[src/design/bba_pkg.sv]
// bba_pkg: shared types, codes and sizing constants of the bitmap block allocator
// used by every module in the design folder; no dependencies
package bba_pkg;

  localparam int unsigned BLOCK_BYTES = 8192;  // power of two, 8 to 65536
  localparam int unsigned NUM_BLOCKS  = 32;    // 1 to 64

  localparam int unsigned ADDR_W      = 48;
  localparam int unsigned MAP_W       = 64;
  localparam int unsigned IDX_W       = 6;
  localparam int unsigned BLOCK_SHIFT = $clog2(BLOCK_BYTES);

  localparam logic [ADDR_W-1:0] POOL_SPAN =
    ADDR_W'(longint'(NUM_BLOCKS) * longint'(BLOCK_BYTES));

  // bits of the map that belong to the pool
  localparam logic [MAP_W-1:0] POOL_MASK =
    (NUM_BLOCKS >= MAP_W) ? {MAP_W{1'b1}} : ((MAP_W'(1) << NUM_BLOCKS) - MAP_W'(1));

  typedef logic [ADDR_W-1:0] addr_t;
  typedef logic [MAP_W-1:0]  map_t;
  typedef logic [IDX_W-1:0]  idx_t;

  // operation codes on the input channel
  localparam logic [1:0] OP_ALLOC = 2'd0;
  localparam logic [1:0] OP_FREE  = 2'd1;
  localparam logic [1:0] OP_READ  = 2'd2;

  typedef enum logic [1:0] {
    ST_OK      = 2'd0,
    ST_NOMEM   = 2'd1,
    ST_BADADDR = 2'd2
  } status_e;

  // classified command handed from front to back
  typedef enum logic [1:0] {
    KIND_ALLOC,
    KIND_FREE,
    KIND_BAD,
    KIND_READ
  } kind_e;

  typedef struct packed {
    kind_e kind;
    idx_t  idx;
  } cmd_t;

endpackage

[src/design/bitmap_block_allocator.sv]
// bitmap_block_allocator: fixed-size block allocator over a 64-bit free map
// the front register loads on the request transaction, then command queue, then
// result register; throughput: one request per cycle while m_axis_tready holds,
// set by the combinational lowest-free search and map update
// reset: every block free, pool base 0, queue and result register empty
module bitmap_block_allocator (
  input  logic          clk_i,
  input  logic          rst_ni,
  input  logic          cfg_we_i,
  input  logic [47:0]   cfg_wdata_i,     // pool_base[47:0]
  input  logic          s_axis_tvalid,
  output logic          s_axis_tready,
  input  logic [47:0]   s_axis_tdata,    // address[47:0]
  input  logic [1:0]    s_axis_tuser,    // operation[1:0]
  output logic          m_axis_tvalid,
  input  logic          m_axis_tready,
  output logic [119:0]  m_axis_tdata,    // block_index[5:0], block_address[53:6],
                                         // free_map[117:54], zero[119:118]
  output logic [1:0]    m_axis_tuser     // status[1:0]
);
  import bba_pkg::*;

  addr_t pool_base_q;
  logic  f_valid, f_ready;
  cmd_t  f_cmd;
  logic  b_valid, b_ready;
  cmd_t  b_cmd;

  always_ff @(posedge clk_i or negedge rst_ni) begin
    if (!rst_ni) begin
      pool_base_q <= '0;
    end else if (cfg_we_i) begin
      pool_base_q <= cfg_wdata_i;
    end
  end

  bba_front u_front (
    .clk_i         (clk_i),
    .rst_ni        (rst_ni),
    .s_axis_tvalid (s_axis_tvalid),
    .s_axis_tready (s_axis_tready),
    .s_axis_tdata  (s_axis_tdata),
    .s_axis_tuser  (s_axis_tuser),
    .pool_base_i   (pool_base_q),
    .cmd_valid_o   (f_valid),
    .cmd_ready_i   (f_ready),
    .cmd_o         (f_cmd)
  );

  bba_fifo u_fifo (
    .clk_i        (clk_i),
    .rst_ni       (rst_ni),
    .push_valid_i (f_valid),
    .push_ready_o (f_ready),
    .push_cmd_i   (f_cmd),
    .pop_valid_o  (b_valid),
    .pop_ready_i  (b_ready),
    .pop_cmd_o    (b_cmd)
  );

  bba_back u_back (
    .clk_i         (clk_i),
    .rst_ni        (rst_ni),
    .cmd_valid_i   (b_valid),
    .cmd_ready_o   (b_ready),
    .cmd_i         (b_cmd),
    .pool_base_i   (pool_base_q),
    .m_axis_tvalid (m_axis_tvalid),
    .m_axis_tready (m_axis_tready),
    .m_axis_tdata  (m_axis_tdata),
    .m_axis_tuser  (m_axis_tuser)
  );

endmodule

[src/design/bba_front.sv]
// bba_front: accepts requests, decodes the operation and checks free addresses
// depends on bba_pkg; feeds bba_fifo
module bba_front (
  input  logic                 clk_i,
  input  logic                 rst_ni,
  input  logic                 s_axis_tvalid,
  output logic                 s_axis_tready,
  input  logic [47:0]          s_axis_tdata,   // address[47:0]
  input  logic [1:0]           s_axis_tuser,   // operation[1:0]
  input  bba_pkg::addr_t       pool_base_i,
  output logic                 cmd_valid_o,
  input  logic                 cmd_ready_i,
  output bba_pkg::cmd_t        cmd_o
);
  import bba_pkg::*;

  logic  vld_q, vld_d;
  cmd_t  cmd_q, cmd_d;
  addr_t addr, offset;
  logic  bad_addr;

  assign addr   = s_axis_tdata;
  assign offset = addr - pool_base_i;

  always_comb begin
    bad_addr = (addr == '0) || (addr < pool_base_i) || (offset >= POOL_SPAN) ||
               (offset[BLOCK_SHIFT-1:0] != '0);
    cmd_d.idx = '0;
    case (s_axis_tuser)
      OP_ALLOC: begin
        cmd_d.kind = KIND_ALLOC;
      end
      OP_FREE: begin
        if (bad_addr) begin
          cmd_d.kind = KIND_BAD;
        end else begin
          cmd_d.kind = KIND_FREE;
          cmd_d.idx  = offset[BLOCK_SHIFT +: IDX_W];
        end
      end
      default: begin
        // read and the unused code both just report the map
        cmd_d.kind = KIND_READ;
      end
    endcase
  end

  assign s_axis_tready = !vld_q || cmd_ready_i;
  assign vld_d         = s_axis_tvalid || (vld_q && !cmd_ready_i);

  always_ff @(posedge clk_i or negedge rst_ni) begin
    if (!rst_ni) begin
      vld_q <= 1'b0;
    end else if (s_axis_tready) begin
      vld_q <= vld_d;
    end
  end

  always_ff @(posedge clk_i) begin
    if (s_axis_tvalid && s_axis_tready) begin
      cmd_q <= cmd_d;
    end
  end

  assign cmd_valid_o = vld_q;
  assign cmd_o       = cmd_q;

endmodule

[src/design/bba_fifo.sv]
// bba_fifo: two-entry command queue between front and back
// depends on bba_pkg for the command type
module bba_fifo (
  input  logic           clk_i,
  input  logic           rst_ni,
  input  logic           push_valid_i,
  output logic           push_ready_o,
  input  bba_pkg::cmd_t  push_cmd_i,
  output logic           pop_valid_o,
  input  logic           pop_ready_i,
  output bba_pkg::cmd_t  pop_cmd_o
);
  import bba_pkg::*;

  localparam int unsigned DEPTH = 2;

  cmd_t       mem_q [DEPTH];
  logic       wr_ptr_q, wr_ptr_d;
  logic       rd_ptr_q, rd_ptr_d;
  logic [1:0] count_q, count_d;
  logic       push, pop;

  assign push_ready_o = (count_q != 2'(DEPTH));
  assign pop_valid_o  = (count_q != 2'd0);
  assign push         = push_valid_i && push_ready_o;
  assign pop          = pop_valid_o && pop_ready_i;
  assign pop_cmd_o    = mem_q[rd_ptr_q];

  always_comb begin
    wr_ptr_d = push ? !wr_ptr_q : wr_ptr_q;
    rd_ptr_d = pop ? !rd_ptr_q : rd_ptr_q;
    count_d  = count_q + 2'(push) - 2'(pop);
  end

  always_ff @(posedge clk_i or negedge rst_ni) begin
    if (!rst_ni) begin
      wr_ptr_q <= 1'b0;
      rd_ptr_q <= 1'b0;
      count_q  <= 2'd0;
    end else begin
      wr_ptr_q <= wr_ptr_d;
      rd_ptr_q <= rd_ptr_d;
      count_q  <= count_d;
    end
  end

  always_ff @(posedge clk_i) begin
    if (push) begin
      mem_q[wr_ptr_q] <= push_cmd_i;
    end
  end

endmodule

[src/design/bba_back.sv]
// bba_back: owns the free map, carries out commands and holds the result register
// depends on bba_pkg; fed by bba_fifo
module bba_back (
  input  logic           clk_i,
  input  logic           rst_ni,
  input  logic           cmd_valid_i,
  output logic           cmd_ready_o,
  input  bba_pkg::cmd_t  cmd_i,
  input  bba_pkg::addr_t pool_base_i,
  output logic           m_axis_tvalid,
  input  logic           m_axis_tready,
  output logic [119:0]   m_axis_tdata,   // block_index[5:0], block_address[53:6],
                                         // free_map[117:54], zero[119:118]
  output logic [1:0]     m_axis_tuser    // status[1:0]
);
  import bba_pkg::*;

  map_t    map_q, map_d;
  logic    out_vld_q;
  status_e status_q, status_d;
  idx_t    idx_q, idx_d;
  addr_t   baddr_q, baddr_d;
  map_t    omap_q;
  idx_t    low_idx;
  logic    found;
  logic    take;

  assign cmd_ready_o = !out_vld_q || m_axis_tready;
  assign take        = cmd_valid_i && cmd_ready_o;

  // lowest free block inside the pool
  always_comb begin
    found   = 1'b0;
    low_idx = '0;
    for (int i = NUM_BLOCKS - 1; i >= 0; i--) begin
      if (map_q[i]) begin
        found   = 1'b1;
        low_idx = IDX_W'(i);
      end
    end
  end

  always_comb begin
    map_d    = map_q;
    status_d = ST_OK;
    idx_d    = '0;
    baddr_d  = '0;
    case (cmd_i.kind)
      KIND_ALLOC: begin
        if (found) begin
          map_d[low_idx] = 1'b0;
          idx_d          = low_idx;
          baddr_d        = pool_base_i + (ADDR_W'(low_idx) << BLOCK_SHIFT);
        end else begin
          status_d = ST_NOMEM;
        end
      end
      KIND_FREE: begin
        map_d[cmd_i.idx] = 1'b1;
      end
      KIND_BAD: begin
        status_d = ST_BADADDR;
      end
      default: begin
      end
    endcase
  end

  always_ff @(posedge clk_i or negedge rst_ni) begin
    if (!rst_ni) begin
      map_q     <= '1;
      out_vld_q <= 1'b0;
    end else begin
      if (take) begin
        map_q <= map_d;
      end
      if (cmd_ready_o) begin
        out_vld_q <= cmd_valid_i;
      end
    end
  end

  always_ff @(posedge clk_i) begin
    if (take) begin
      status_q <= status_d;
      idx_q    <= idx_d;
      baddr_q  <= baddr_d;
      omap_q   <= map_d;
    end
  end

  assign m_axis_tvalid = out_vld_q;
  assign m_axis_tuser  = status_q;
  assign m_axis_tdata  = {2'b00, omap_q, baddr_q, idx_q};

  // map bits outside the pool never leave the free state
  a_outside_pool_free: assert property (@(posedge clk_i) disable iff (!rst_ni)
    (map_q | POOL_MASK) == '1)
    else $error("map bit outside the pool was cleared");

  // a pending result always reports the current map
  a_result_map_current: assert property (@(posedge clk_i) disable iff (!rst_ni)
    out_vld_q |-> (omap_q == map_q))
    else $error("result map differs from the live map");

  // out of memory only when no pool block is free
  a_nomem_empty: assert property (@(posedge clk_i) disable iff (!rst_ni)
    (out_vld_q && status_q == ST_NOMEM) |-> ((omap_q & POOL_MASK) == '0))
    else $error("out of memory reported with a free block");

  // a successful allocation leaves its block taken in the reported map
  a_alloc_taken: assert property (@(posedge clk_i) disable iff (!rst_ni)
    (take && cmd_i.kind == KIND_ALLOC && found) |=> !omap_q[idx_q])
    else $error("allocated block still marked free");

endmodule
[config.mk]
export PLATFORM = sky130hd
export DESIGN_NAME = bitmap_block_allocator
export DESIGN_NICKNAME = d
export VERILOG_FILES = /design/src/design/bba_pkg.sv /design/src/design/bitmap_block_allocator.sv /design/src/design/bba_front.sv /design/src/design/bba_fifo.sv /design/src/design/bba_back.sv
export SDC_FILE = /design/constraint.sdc
export NUM_CORES = 1
export LEC_CHECK = 0
export BUFFER_PORTS_ARGS = -buffer_cell sky130_fd_sc_hd__buf_2
export CORE_UTILIZATION = 55
export CTS_CLUSTER_SIZE = 40
export DETAILED_ROUTE_END_ITERATION = 7
export GPL_TIMING_DRIVEN = 0
export PLACE_DENSITY_LB_ADDON = 0.05
export SETUP_SLACK_MARGIN = 0.3
export SLEW_MARGIN = 20
export SYNTH_ARGS = -nofsm -noshare
export SYNTH_HDL_FRONTEND = slang
export SYNTH_HIERARCHICAL = 1
export SYNTH_SLANG_ARGS = --single-unit
[constraint.sdc]
create_clock -name clk_i -period 8.05 [get_ports clk_i]
set_input_delay 1.61 -clock clk_i [delete_from_list [all_inputs] [get_ports clk_i]]
set_output_delay 1.61 -clock clk_i [all_outputs]
set_load 0.02 [all_outputs]
After elaboration in Yosys (flattened, before gate mapping)

Memory sizes are Yosys's and may differ from the RTL's.
Index checks and enable logic that the tools add are counted.

Muxes and demuxes: 76
$lt $le $gt $ge: 6
Reduce and logical (&&, ||, !) cells: 24
Bitwise gates (word level): 4
Equality and inequality tests: 4
Add/subtract/negate cells: 4

Operators with widths:

| cell                                                                | number |
|---|---|
| two-way mux 6 bit                                                   | 31 |
| one-hot mux 64 bit (2 select lines)                                 | 1 |
| bitwise AND 64 bit                                                  | 1 |
| two-way mux 64 bit                                                  | 1 |
| inverter 64 bit                                                     | 1 |
| OR 64 bit                                                           | 1 |
| adder 48 x 19 -> 48 bit                                             | 1 |
| greater-or-equal comparator 48 x 19 -> 1 bit, second input constant | 1 |
| zero test 48 bit                                                    | 1 |
| < comparator 48 bit                                                 | 1 |
| subtractor 48 bit                                                   | 1 |
| two-way mux 1 bit                                                   | 37 |
| < comparator 6 x 7 -> 1 bit, second input constant                  | 2 |
| nonzero test 13 bit                                                 | 1 |
| demux 1 bit (select 6 bit)                                          | 2 |
| greater-or-equal comparator 6 x 1 -> 1 bit, second input constant   | 2 |
| one-hot mux 2 bit (2 select lines)                                  | 2 |
| logical AND 1 bit                                                   | 6 |
| logical OR 1 bit                                                    | 6 |
| zero test 1 bit                                                     | 5 |
| two-way mux 5 bit                                                   | 1 |
| equality test 2 x 1 -> 1 bit, second input constant                 | 2 |
| zero test 2 bit                                                     | 2 |
| adder 2 x 1 -> 2 bit                                                | 1 |
| 8 further kinds                                                     | 8 |

Output and inout bits: 124
Memories kept: 1
Bits in writable memories: 16
Flip-flop bits (word level): 246

Memories:

| name         | depth | bits a word | read ports | clocked after Yosys merged registers in | write ports | line           | source |
|---|---|---|---|---|---|---|---|
| u_fifo.mem_q | 2     | 8           | 1          | 0                                       | 1           | bba_fifo.sv:17 | `cmd_t mem_q [DEPTH];` |

Depth between registers and ports, before layout

Gate-level depths: netlist of run 1.

Depth in word-level cells: 40
Gate-level depth with buffers: 15
Mapped depth without buffers: 14

Modules after synthesis

The synthesis of run 1 kept the hierarchy.

Modules (own cells, without submodules):

| module                 | times used | sequential area each (µm²) | cells an instance | area each (µm²) |
|---|---|---|---|---|
| bba_back               | 1          | 5280.1                     | 758               | 8772.2 |
| bba_front              | 1          | 265.3                      | 618               | 4117.7 |
| bitmap_block_allocator | 1          | 1201.2                     | 101               | 1860.5 |
| bba_fifo               | 1          | 580.6                      | 47                | 809.5 |

Worst setup path after synthesis of run 1

Ideal clock, no wire load.

Path kind: input to register
Start point: input m_axis_tready
End point: register u_back.baddr_q[0] (enable)
Path buffers: 2
Stages: 4
Setup slack: 1.936 ns
Setup time: 0.530 ns
Arrival time: 5.583 ns
Path through: nand2b_1 -> and2_1 -> clkbuf_1 -> clkbuf_1

Longest elaborated chain between the ends: 2

Ends and longest elaborated chain:

| element              | line                         | source |
|---|---|---|
| from (decl)          | bitmap_block_allocator.sv:16 | `input logic m_axis_tready,` |
| logical OR 1 bit     | bba_back.sv:28               | `assign cmd_ready_o = !out_vld_q \|\| m_axis_tready;` |
| logical AND 1 bit    | bba_back.sv:29               | `assign take = cmd_valid_i && cmd_ready_o;` |
| via u_back.take      | bba_back.sv:26               | `logic take;` |
| to (signal assigned) | bba_back.sv:87               | `baddr_q <= baddr_d;` |
| to (decl)            | bba_back.sv:22               | `addr_t baddr_q, baddr_d;` |

The timed path passes the listed nets, and every way through them passes these cells.
A chain may end at the register's enable or synchronous reset.

==> reports/qor.yml, run 1 <==
tns_ns: 0
diodes: 0
crit_fanout: 7
grt_pass1_wl_mm: 74.81
io_buffers: 222
setup_viol: 0
grt_max_degree: 68
layout_commonest_cell: "buf_2"
synth_edf_count: 143
ir_drop_mv: 0.2304
power_frac_comb_pct: 49.4
synth_area_um2: 15560
crit_slowest_cell: "or4_1"
switching_share_pct: 46.38
dpl_cell_area_um2: 17250
hold_viol: 0
postCtsSetupRepairBufs: 0
wl_met1_mm: 20.27
slew-limit-headroom_pct: 28.60
cts_tree: "done"
worst_pin_slew_ns: 1.063
grt_usage_pct: 34.00
cp_cell_sequence: "buf_2, inv_1, ha_1, inv_1, fa_1, nor3b_1, o211ai_1, a31oi_1, nand4_1, nor4_1, nand4_1, or4_1, nor4_1, nand4b_1, o32a_1"
drt_iter0_markers: 1559
leakage_nw: 7.576
ys.flop_type: "edfxtp_1"
p_sw_mw: 3.171
synth-adder-area-share_pct: 4.600
cts_hold_buf: 0
cp_data_arrival_time_ns: 5.78
drc: 0
cts_made_buffers: 28
synth_cells: 1524
yosys.area_share.simple_pct: 16.14
met3_length_mm: 3.988
via_per_inst: 6.346
post-place-cells: 2130
critPathMaxStageDelay_ns: 0.59
cts_sinks: 261
htreeDepth: 1
cap_violations: 0
drtAntennaViolNets: 0
fin_skew_ns: 0.02493
async_flop_share_pct: 45.21
top_layer_used: "met4"
detail_route.wl_per_cell_um: 22.76
design.die.area_um2: 28970
core-area_um2: 27780
clkPwrFrac_pct: 18.2
ctsResizeCount: 0
synth-compound-area-share_pct: 19.85
die_x_um: 170.2
first_global_vias: 13107
clock.fmax_ghz: 0.1823
yosysUniqueCellTypes: 94
start_util_pct: 56.01
drv_slew: 0
avgSynthCellArea_um2: 10.21
row_count: 61
p_per_area_nw_per_um2: 376.6
globalplace.congestion: 1.003
cts_root_buf: "clkbuf_16"
pre_cts_slack_ns: 2.178
synthMuxAreaShare_pct: 5.315
ys_warn_count: 6
synth_seq_cells: 261
pin_count: 227
die_h_um: 170.2
power.total_mw: 6.836
wl_met2_mm: 23.38
outcome: "finished, final reports clean"
final_area_um2: 18150
timing.final.ws_setup_ns: 2.564
final_nets: 1941
period_share_pct: 68.14
antenna_found_initial: 0
drive_gt1_share_pct: 26.55
path_class: "in2reg"
synth-seq-area-share_pct: 47.09
p_seq_share_pct: 32.4
end_kind: "flip-flop"
power.internal_mw: 3.665
critPathLaunchType: "input port"
clkTransAtPathRegs_ns: 0.06
first_pass_iters: 5
required_ns: 8.35
insertion_delay_ns: 0.57
clockBufferDepth: 3
dp_hpwl_mm: 37.87
vias: 13847
synthXorXnorAreaFrac_pct: 2.026
final_cell_mix: "buf_2 (255), edfxtp_1 (143), a21oi_1 (135)"
grt_setup_unrepaired: "no"
wirelength_mm: 49.66
area_growth_pct: 16.64
finalNonFillerCells: 2182
grt.overflow.total: 0
synth_top_family_by_area: "compound AO/OA/AOI/OAI gates"
min_period_ns: 5.486
hold_class: "reg2reg"
layer usage:
metal  vias to the layer above  GRT usage [%]
li1                       6274              -
met3                       143          4.860
met5                         -              0
met1                      6644          45.10
met2                       786          56.09
met4                         0          13.59
power by group through the flow:
stage	logic [mW]	registers [mW]	clock network, mW
after global routing	3.58	2.25	1.32
after global placement	3.22	2.27	0
final	3.38	2.21	1.25
after floorplan	1.80	2.54	0
after CTS	3.29	2.21	1.27
after detailed placement	3.28	2.23	0
sequential cells by signal, summed over array words and instances (netlist names):
register              count
u_back/baddr_q           48
u_front/cmd_o             8
u_fifo/wr_ptr_q           1
u_fifo/mem_q             16
u_back/map_q             64
u_fifo/count_q            2
u_back/idx_q              5
u_front/cmd_valid_o       1
u_fifo/rd_ptr_q           1
u_back/omap_q            64
u_back/m_axis_tuser       2
pool_base_q              48
u_back/m_axis_tvalid      1
worst max-delay path, delay by kind of cell:
| family | cells | cell delay, ns |
|---|---|---|
| AND/OR/NAND/NOR | 7 | 2.47 |
| adder cells (fa/ha/maj) | 2 | 0.60 |
| buffers and inverters | 3 | 0.21 |
| AO/OA/AOI/OAI | 3 | 0.89 |
synthesized netlist by cell type, types with 16 or more instances:
cell type	instances	area (µm²)
o31ai_1	16	120.1
nor2_1	93	349.1
o21ai_0	45	225.2
nand2_1	99	371.6
buf_2	33	165.2
xnor2_1	24	210.2
a21o_1	41	307.8
nand2b_1	28	175.2
a31oi_1	73	456.7
dfrtp_1	54	1351
inv_1	77	289.0
nor3_1	23	115.1
or4_1	17	127.6
clkbuf_1	31	116.4
a21oi_1	135	675.7
edfxtp_1	143	4294
and2_1	26	162.7
o21a_1	45	337.8
mux2_4	20	300.3
nand3_1	25	125.1
ha_1	54	675.7
dfstp_2	64	1682
nand4_1	43	269.0
nor4_1	36	225.2
a41oi_1	16	140.1
mux2_2	36	405.4
cell type report:
| class | instances | area, µm² |
|---|---|---|
| sequential | 261 | 7327 |
| tap | 378 | 473.0 |
| clock buffer | 37 | 764.5 |
| fill | 2307 | 9633 |
| multi-input combinational | 1098 | 7488 |
| inverter | 78 | 292.8 |
| buffer | 89 | 479.2 |
| clock inverter | 15 | 133.9 |
| timing repair buffer | 226 | 1190 |
kinds of logic after synthesis:
| kind of cell | Yosys count |
|---|---|
| other | 2 |
| buffers and inverters | 167 |
| xor gates and xnor gates | 36 |
| and+or+nand+nor | 467 |
| AOI/OAI and AO/OA | 467 |
| DFF | 261 |
| muxes | 68 |
| adders and majority gates | 56 |
stage by stage:
stage	hold slack, ns	utilization, %
3_3_place_gp	0.4237	61.74
6_report	0.4538	65.33
4_1_cts	0.4521	65.31
5_1_grt	0.4657	65.33
2_1_floorplan	0.4215	-
3_5_place_dp	0.4311	62.07
final timing paths:
kind                                  startpoint  cells after the start  slack (ns)                  to
max in group asynchronous                 rst_ni                      2        6.26     u_back/map_q[0]
min in group asynchronous                 rst_ni                      1        1.01     pool_base_q[33]
worst max register to register   pool_base_q[28]                     11        3.28    u_front/cmd_o[1]
worst min register to register  u_front/cmd_o[4]                      0        0.45  u_fifo/mem_q[0][4]
worst max-delay path             s_axis_tdata[0]                     15        2.56    u_front/cmd_o[7]
worst min-delay path            u_front/cmd_o[4]                      0        0.45  u_fifo/mem_q[0][4]
No activity file was read; power rests on OpenSTA's default activity.
==> run 2: changes to the inputs <==
Settings changed: ABC_AREA set to 1, CORE_UTILIZATION 55 to 53.
Clock period 8.05 ns to 4.9 ns, I/O delays scaled along.
==> run 2 against run 1 <==
The flow now finishes with violations (setup timing); via count increased by 11%; sequential cell count unchanged; sequential power increased by 53%; largest cell class unchanged; cell area increased by 8.9%; die area increased by 9.9%; hold slack got worse by 0.074 ns; cell count increased by 39%; first-iteration DRC count decreased by 32%; clock skew decreased by 0.0044 ns; register-to-register slack got worse by 4.0 ns; synthesized area increased by 6.1%.
==> reports/qor.yml, run 2 <==
outcome: "finished with violations"
violations: "setup timing"
synth_cells: 2310  # +52%
yosys.area_share.simple_pct: 32.13  # +16 points
row_count: 64  # +4.9%
ff2ff_setup_slack_ns: -0.77  # -4.05 ns
synth.most_common_cell: "nand2_1"
ys.flop_type: "edfxtp_1"
finalNonFillerCells: 3041  # +39%
io_buffers: 223  # +0.45%
dpl_cell_area_um2: 18230  # +5.7%
design.die.area_um2: 31850  # +9.9%
async_flop_share_pct: 45.21  # unchanged
grt_usage_pct: 30.46  # -3.5 points
cts_made_buffers: 29  # +3.6%
reg2reg_depth: 62  # +51
yosysUniqueCellTypes: 49  # -48%
synthMuxAreaShare_pct: 0  # -5.3 points
yosys.area.top_type: "edfxtp_1"
min_period_ns: 5.666
end_kind: "flip-flop"
cts_hold_buf: 0  # unchanged
switching_share_pct: 42.99  # -3.4 points
clockBufferDepth: 3  # unchanged
synth_top_family_by_area: "simple AND/OR/NAND/NOR gates"
timing.final.ws_setup_ns: -0.7664  # -3.331 ns
drtAntennaViolNets: 0  # unchanged
final_cell_mix: "nand2_1 (834), inv_1 (449), buf_2 (230)"
crit_path_frequent_cell: "nand2_1"
cap_violations: 0  # unchanged
final_nets: 2778  # +43%
critPathMaxStageDelay_ns: 0.56  # -0.03 ns
grt_setup_unrepaired: "yes"
multiInputGateArea_um2: 7381  # -1.4%
die_x_um: 178.5  # +4.9%
insertion_delay_ns: 0.56  # about the same
clkPwrFrac_pct: 22.3  # +4.1 points
setup_viol: 17  # +17
path_class: "reg2reg"
hold_viol: 0  # unchanged
worst_pin_slew_ns: 0.9717  # -0.09110 ns
cts_sinks: 261  # unchanged
required_ns: 5.17  # -3.18 ns
wirelength_mm: 48.24  # -2.9%
clock.fmax_ghz: 0.1765
p_per_area_nw_per_um2: 513.1  # +36%
area_growth_pct: 19.73
globalRouteMet2Util_pct: 54.49  # -1.6 points
via_per_inst: 5.072  # -20%
globalplace.congestion: 0.9745  # -2.8%
layout_commonest_cell: "nand2_1"
ir_drop_mv: 0.3306  # +43%
drv_slew: 0  # unchanged
n_fill_cell: 2718  # +18%
p_sw_mw: 4.358  # +37%
detail_route.wl_per_cell_um: 15.86  # -30%
dp_hpwl_mm: 37.71  # -0.42%
post-place-cells: 2933  # +38%
regArea_um2: 7327  # unchanged
synth.top_cell.area_share_pct: 26.02  # -1.6 points
use_met3_pct: 2.771  # -2.1 points
core-area_um2: 30590  # +10%
leakage_nw: 10.19  # +34%
htreeDepth: 1  # unchanged
fin_skew_ns: 0.02053  # -0.004398 ns
r2r_start: "u_back/map_q[29]"
crit_slowest_cell: "dfstp_2"
drt_iter0_markers: 1066  # -32%
first_global_vias: 14628  # +12%
slew-limit-headroom_pct: 34.72  # +6.1 points
power.internal_mw: 5.780  # +58%
synth_seq_cells: 261  # unchanged
drive_gt1_share_pct: 19.34  # -7.2 points
antenna_found_initial: 3  # +3
grt_max_degree: 67  # -1.5%
clkTransAtPathRegs_ns: 0.08  # +0.02 ns
synthXorXnorAreaFrac_pct: 0.3715  # -1.7 points
synth_area_um2: 16500  # +6.1%
vias: 15425  # +11%
reg_top3: "u_back/map_q (64), u_back/omap_q (64)"
cts_root_buf: "clkbuf_16"
pre_cts_slack_ns: -0.7534  # -2.931 ns
drc: 0  # unchanged
grt_pass1_wl_mm: 74.96  # +0.20%
synthTopCellsByArea: "edfxtp_1 (26%), nand2_1 (19%), inv_1 (10%)"
gr-max-usage-layer: "met2"
ys_warn_count: 6  # unchanged
synth-adder-area-share_pct: 4.337  # -0.26 points
synth_edf_count: 143  # unchanged
period_share_pct: 115.6
die_h_um: 178.5  # +4.9%
critPathLaunchType: "flip-flop"
p_seq_share_pct: 33.4  # +1.0 points
cts_tree: "done"
synth-compound-area-share_pct: 6.967  # -13 points
power_frac_comb_pct: 44.3  # -5.1 points
pin_count: 227  # unchanged
grt.overflow.total: 0  # unchanged
synth-seq-area-share_pct: 44.40  # -2.7 points
grtUsageMet1_pct: 37.54  # -7.6 points
first_pass_iters: 6  # +1
hold_class: "in2async"
crit_fanout: 3  # -4
r2r_end: "u_back/baddr_q[47]"
start_util_pct: 53.95  # -2.1 points
final_area_um2: 19760  # +8.9%
netlist_top_cells_count: "nand2_1 (842), inv_1 (454), nor2_1 (217), edfxtp_1 (143), o21ai_0 (92)"
avgSynthCellArea_um2: 7.144  # -30%
cp_data_arrival_time_ns: 5.94  # +0.16 ns
## run 2: changes by cell type in the layout (fill, tap and decap cells not counted), moves of 27 or more
| cell | delta |
|---|---|
| nand2_2 | +27 |
| buf_4 | +38 |
| mux2_2 | -36 |
| a31oi_1 | -72 |
| o21a_1 | -43 |
| a21oi_1 | -70 |
| nand2b_1 | -28 |
| nand3_1 | +54 |
| nand2_1 | +735 |
| o21ai_0 | +42 |
| nor2_1 | +120 |
| nor4_1 | -34 |
| a21o_1 | -41 |
| inv_1 | +372 |
## run 2: how the worst max path moves through the flow
| stage | startpoint | endpoint | slack (ns) | cells after the start |
|---|---|---|---|---|
| 3_5_place_dp | u_back/map_q[29] | u_back/baddr_q[47] | -0.75 | 62 |
| 5_1_grt | u_back/map_q[31] | u_back/baddr_q[47] | -1.34 | 62 |
| 3_3_place_gp | u_back/map_q[30] | u_back/baddr_q[47] | -0.68 | 39 |
| 2_1_floorplan | u_back/map_q[31] | u_back/baddr_q[47] | 0.02 | 62 |
| 4_1_cts | u_back/map_q[29] | u_back/baddr_q[47] | -0.66 | 62 |
| 6_report | u_back/map_q[29] | u_back/baddr_q[47] | -0.77 | 62 |
## run 2: metal layers
layer | wire length (µm) | share of wire (%)
met5 | 0 | 0
met4 | 1820 | 3.8
met3 | 2196 | 4.6
met2 | 24130 | 50
met1 | 20090 | 42
## run 2: metrics by stage
step	setup TNS, ns	hold slack [ns]	total power, mW	util (%)
floorplan	0	0.4215	6.197	-
global placement	-3.454	0.4242	7.588	59.34
detailed placement	-4.567	0.4337	7.667	59.59
CTS	-6.064	0.4302	10.06	64.02
global route	-19.33	0.4304	10.76	64.59
finish	-7.961	0.3800	10.14	64.59
## run 2: kinds of logic (layout without fill, tap and decap cells)
| family | Yosys count | in the layout |
|---|---|---|
| simple gates | 1270 | 1270 |
| buf+inv | 507 | 837 |
| flops | 261 | 261 |
| compound gates | 207 | 207 |
| fa+ha+maj | 56 | 56 |
| xor+xnor | 7 | 7 |
| other cells | 2 | 7 |
## run 2: cell type report
type	instances	share of cell area, %
well taps	396	2.508
plain buffers	33	0.8612
diodes	3	0.03799
clock inverters	16	1.089
flip-flops and latches	261	37.08
inverters	474	9.030
multi-input cells	1544	37.35
clock buffers	38	3.894
repair buffers	276	8.143
## run 2: repair_timing
| action | in CTS | in global routing |
|---|---|---|
| setup endpoints to repair | 19 | 26 |
| resized for setup | 15 | 31 |
| buffers inserted | 43 | 8 |
| pin swaps | 8 | 9 |
## run 2: worst max-delay path: cells and delay by family (launching register included)
| kind | cells | cell delay (ns) |
|---|---|---|
| fa+ha+maj | 2 | 0.47 |
| buf+inv | 6 | 0.33 |
| flops | 1 | 0.56 |
| simple gates | 54 | 4.03 |
## run 2: power by group through the flow
stage | combinational [mW] | clock [mW] | sequential, mW
final | 4.49 | 2.26 | 3.39
after global routing | 4.93 | 2.38 | 3.45
after CTS | 4.38 | 2.30 | 3.39
after detailed placement | 4.25 | 0 | 3.42
after global placement | 4.13 | 0 | 3.46
after floorplan | 2.34 | 0 | 3.86
==> run 3: changes to the inputs <==
Settings changed: CELL_PAD_IN_SITES_DETAIL_PLACEMENT set to 0, CELL_PAD_IN_SITES_GLOBAL_PLACEMENT set to 1, CORE_UTILIZATION 53 to 38.
==> run 3 against run 2 <==
The flow still finishes with violations (setup timing); fmax rose by 1.8%; clock power fell by 7%; combinational power fell by 1%; via count fell by 2.4%; critical path type unchanged; routed wire length rose by 10%; sequential power barely moved; first-iteration DRC count fell by 15%; clock skew fell by 0.0061 ns; hold slack improved by 0.073 ns; register-to-register slack improved by 0.10 ns; power fell by 1.8%.
==> reports/qor.yml, run 3 (synthesis results as in run 2) <==
slew-limit-headroom_pct: 35.90  # +1.2 points
drc: 0  # unchanged
cp_data_arrival_time_ns: 5.85  # -0.09 ns
cap_violations: 0  # unchanged
cts_root_buf: "clkbuf_16"
crit_fanout: 3  # unchanged
drt_iter0_markers: 908  # -15%
row_count: 75  # +17%
ir_drop_mv: 0.3521  # +6.5%
final_nets: 2774  # -0.14%
layout_commonest_cell: "nand2_1"
end_kind: "flip-flop"
r2r_end: "u_back/baddr_q[47]"
die_h_um: 210.4  # +18%
die_x_um: 210.4  # +18%
worst_pin_slew_ns: 0.9542  # -0.01755 ns
power.internal_mw: 5.557  # -3.9%
critPathMaxStageDelay_ns: 0.56  # about the same
outcome: "finished with violations"
period_share_pct: 113.5  # -2.1 points
crit_slowest_cell: "dfstp_2"
fin_skew_ns: 0.01446  # -0.006073 ns
setup_viol: 16  # -1
wirelength_mm: 53.22  # +10%
detail_route.wl_per_cell_um: 16.54  # +4.3%
required_ns: 5.19  # +0.02 ns
drv_slew: 0  # unchanged
via_per_inst: 4.680  # -7.7%
clockBufferDepth: 3  # unchanged
hold_depth: 0
clock.fmax_ghz: 0.1797  # +1.8%
first_pass_iters: 5  # -1
cts_tree: "done"
p_per_area_nw_per_um2: 500.6  # -2.4%
critPathLaunchType: "flip-flop"
first_global_vias: 14903  # +1.9%
design.die.area_um2: 44270  # +39%
clkPwrFrac_pct: 21.1  # -1.2 points
area_growth_pct: 20.51
switching_share_pct: 44.18  # +1.2 points
violations: "setup timing"
clkTransAtPathRegs_ns: 0.06  # -0.02 ns
power_frac_comb_pct: 44.6  # +0.3 points
start_util_pct: 38.91  # -15 points
grt_setup_unrepaired: "yes"
crit_path_frequent_cell: "nand2_1"
grt.overflow.total: 0  # unchanged
hold_class: "reg2reg"
cts_hold_buf: 0  # unchanged
p_seq_share_pct: 34.3  # +0.9 points
cts_made_buffers: 29  # unchanged
htreeDepth: 1  # unchanged
drive_gt1_share_pct: 19.26  # -0.077 points
ff2ff_setup_slack_ns: -0.66  # +0.10 ns
hp-start: "u_front/cmd_o[7]"
insertion_delay_ns: 0.56  # about the same
cts_sinks: 261  # unchanged
reg2reg_depth: 62  # unchanged
whs_endpoint: "u_fifo/mem_q[0][7]"
hold_viol: 0  # unchanged
pre_cts_slack_ns: -0.7821  # -0.02867 ns
path_class: "reg2reg"
io_buffers: 223  # unchanged
dp_hpwl_mm: 43.40  # +15%
min_period_ns: 5.564  # -0.1027 ns
timing.final.ws_setup_ns: -0.6637  # +0.1027 ns
p_sw_mw: 4.399  # +0.94%
drtAntennaViolNets: 0  # unchanged
antenna_found_initial: 4  # +1
final_cell_mix: "nand2_1 (832), inv_1 (449), buf_2 (230)"
leakage_nw: 10.14  # -0.45%
reg_top3: "u_back/map_q (64), u_back/omap_q (64)"
globalplace.congestion: 0.9336  # -4.2%
tns_ns: -5.285  # +2.676 ns
grt_usage_pct: 24.16  # -6.3 points
core-area_um2: 42420  # +39%
grt_max_degree: 70  # +4.5%
r2r_start: "u_back/map_q[29]"
grt_pass1_wl_mm: 82.14  # +9.6%
pin_count: 227  # unchanged
vias: 15059  # -2.4%
run 3: cell types whose count changed in the layout (fill, tap and decap cells not counted), sizes merged:
cell / delta
buf: -4
clkinv: +4
bufinv: -3
clkbuf: -2
diode: +1
run 3: what timing repair did:
item,CTS,global route
buffers inserted,34,13
endpoints found under the setup margin,19,24
pin swaps,10,14
cloned,0,0
gates resized for setup,22,23
run 3: worst max-delay path: cells and delay by family (launching register included):
kind                     cells  cell delay [ns]
buffers and inverters        6             0.32
AND/OR/NAND/NOR             54             3.90
flip-flops                   1             0.56
adder cells (fa/ha/maj)      2             0.52
run 3: per-stage QoR:
stage / hold WS [ns] / utilization [%] / area [µm²] / total power [mW] / cells
after floorplan: 0.4215 / - / 16540 / 6.197 / 2312
after global placement: 0.4261 / 43.33 / 18380 / 7.779 / 3112
after detailed placement: 0.4377 / 43.52 / 18460 / 7.801 / 3114
after CTS: 0.4568 / 46.44 / 19700 / 10.00 / 3201
after global routing: 0.4670 / 46.89 / 19890 / 10.63 / 3218
final: 0.4528 / 46.89 / 19890 / 9.956 / 3218
run 3: worst max path at each step:
stage	from	endpoint
2_1_floorplan	u_back/map_q[31]	u_back/baddr_q[47]
3_3_place_gp	u_back/map_q[30]	u_back/baddr_q[47]
3_5_place_dp	u_back/map_q[30]	u_back/baddr_q[47]
4_1_cts	u_back/map_q[31]	u_back/baddr_q[47]
5_1_grt	u_back/map_q[31]	u_back/baddr_q[47]
6_report	u_back/map_q[29]	u_back/baddr_q[47]
run 3: power by group through the flow:
stage / Sequential [mW] / Clock, mW / Combinational, mW
after floorplan: 3.86 / 0 / 2.34
after global placement: 3.49 / 0 / 4.29
after detailed placement: 3.45 / 0 / 4.35
after CTS: 3.41 / 2.17 / 4.42
after global routing: 3.46 / 2.24 / 4.93
final: 3.41 / 2.10 / 4.44
run 3: area by class of cell:
class                           count  area [µm²]
Buffer                             33       170.2
Clock buffer                       36       762.0
Clock inverter                     17       156.4
Inverter                          474        1783
Tap cell                          577       721.9
Multi-Input combinational cell   1544        7363
Antenna cell                        4       10.01
Timing Repair Buffer              272        1594
Sequential cell                   261        7327
Fill cell                        4438       22530
run 3: per-layer routing:
layer  GRT usage, %  share of wire (%)
met5              0                  0
met4          7.821                2.9
met3          2.354                3.8
met2          42.70                 50
met1          30.95                 44
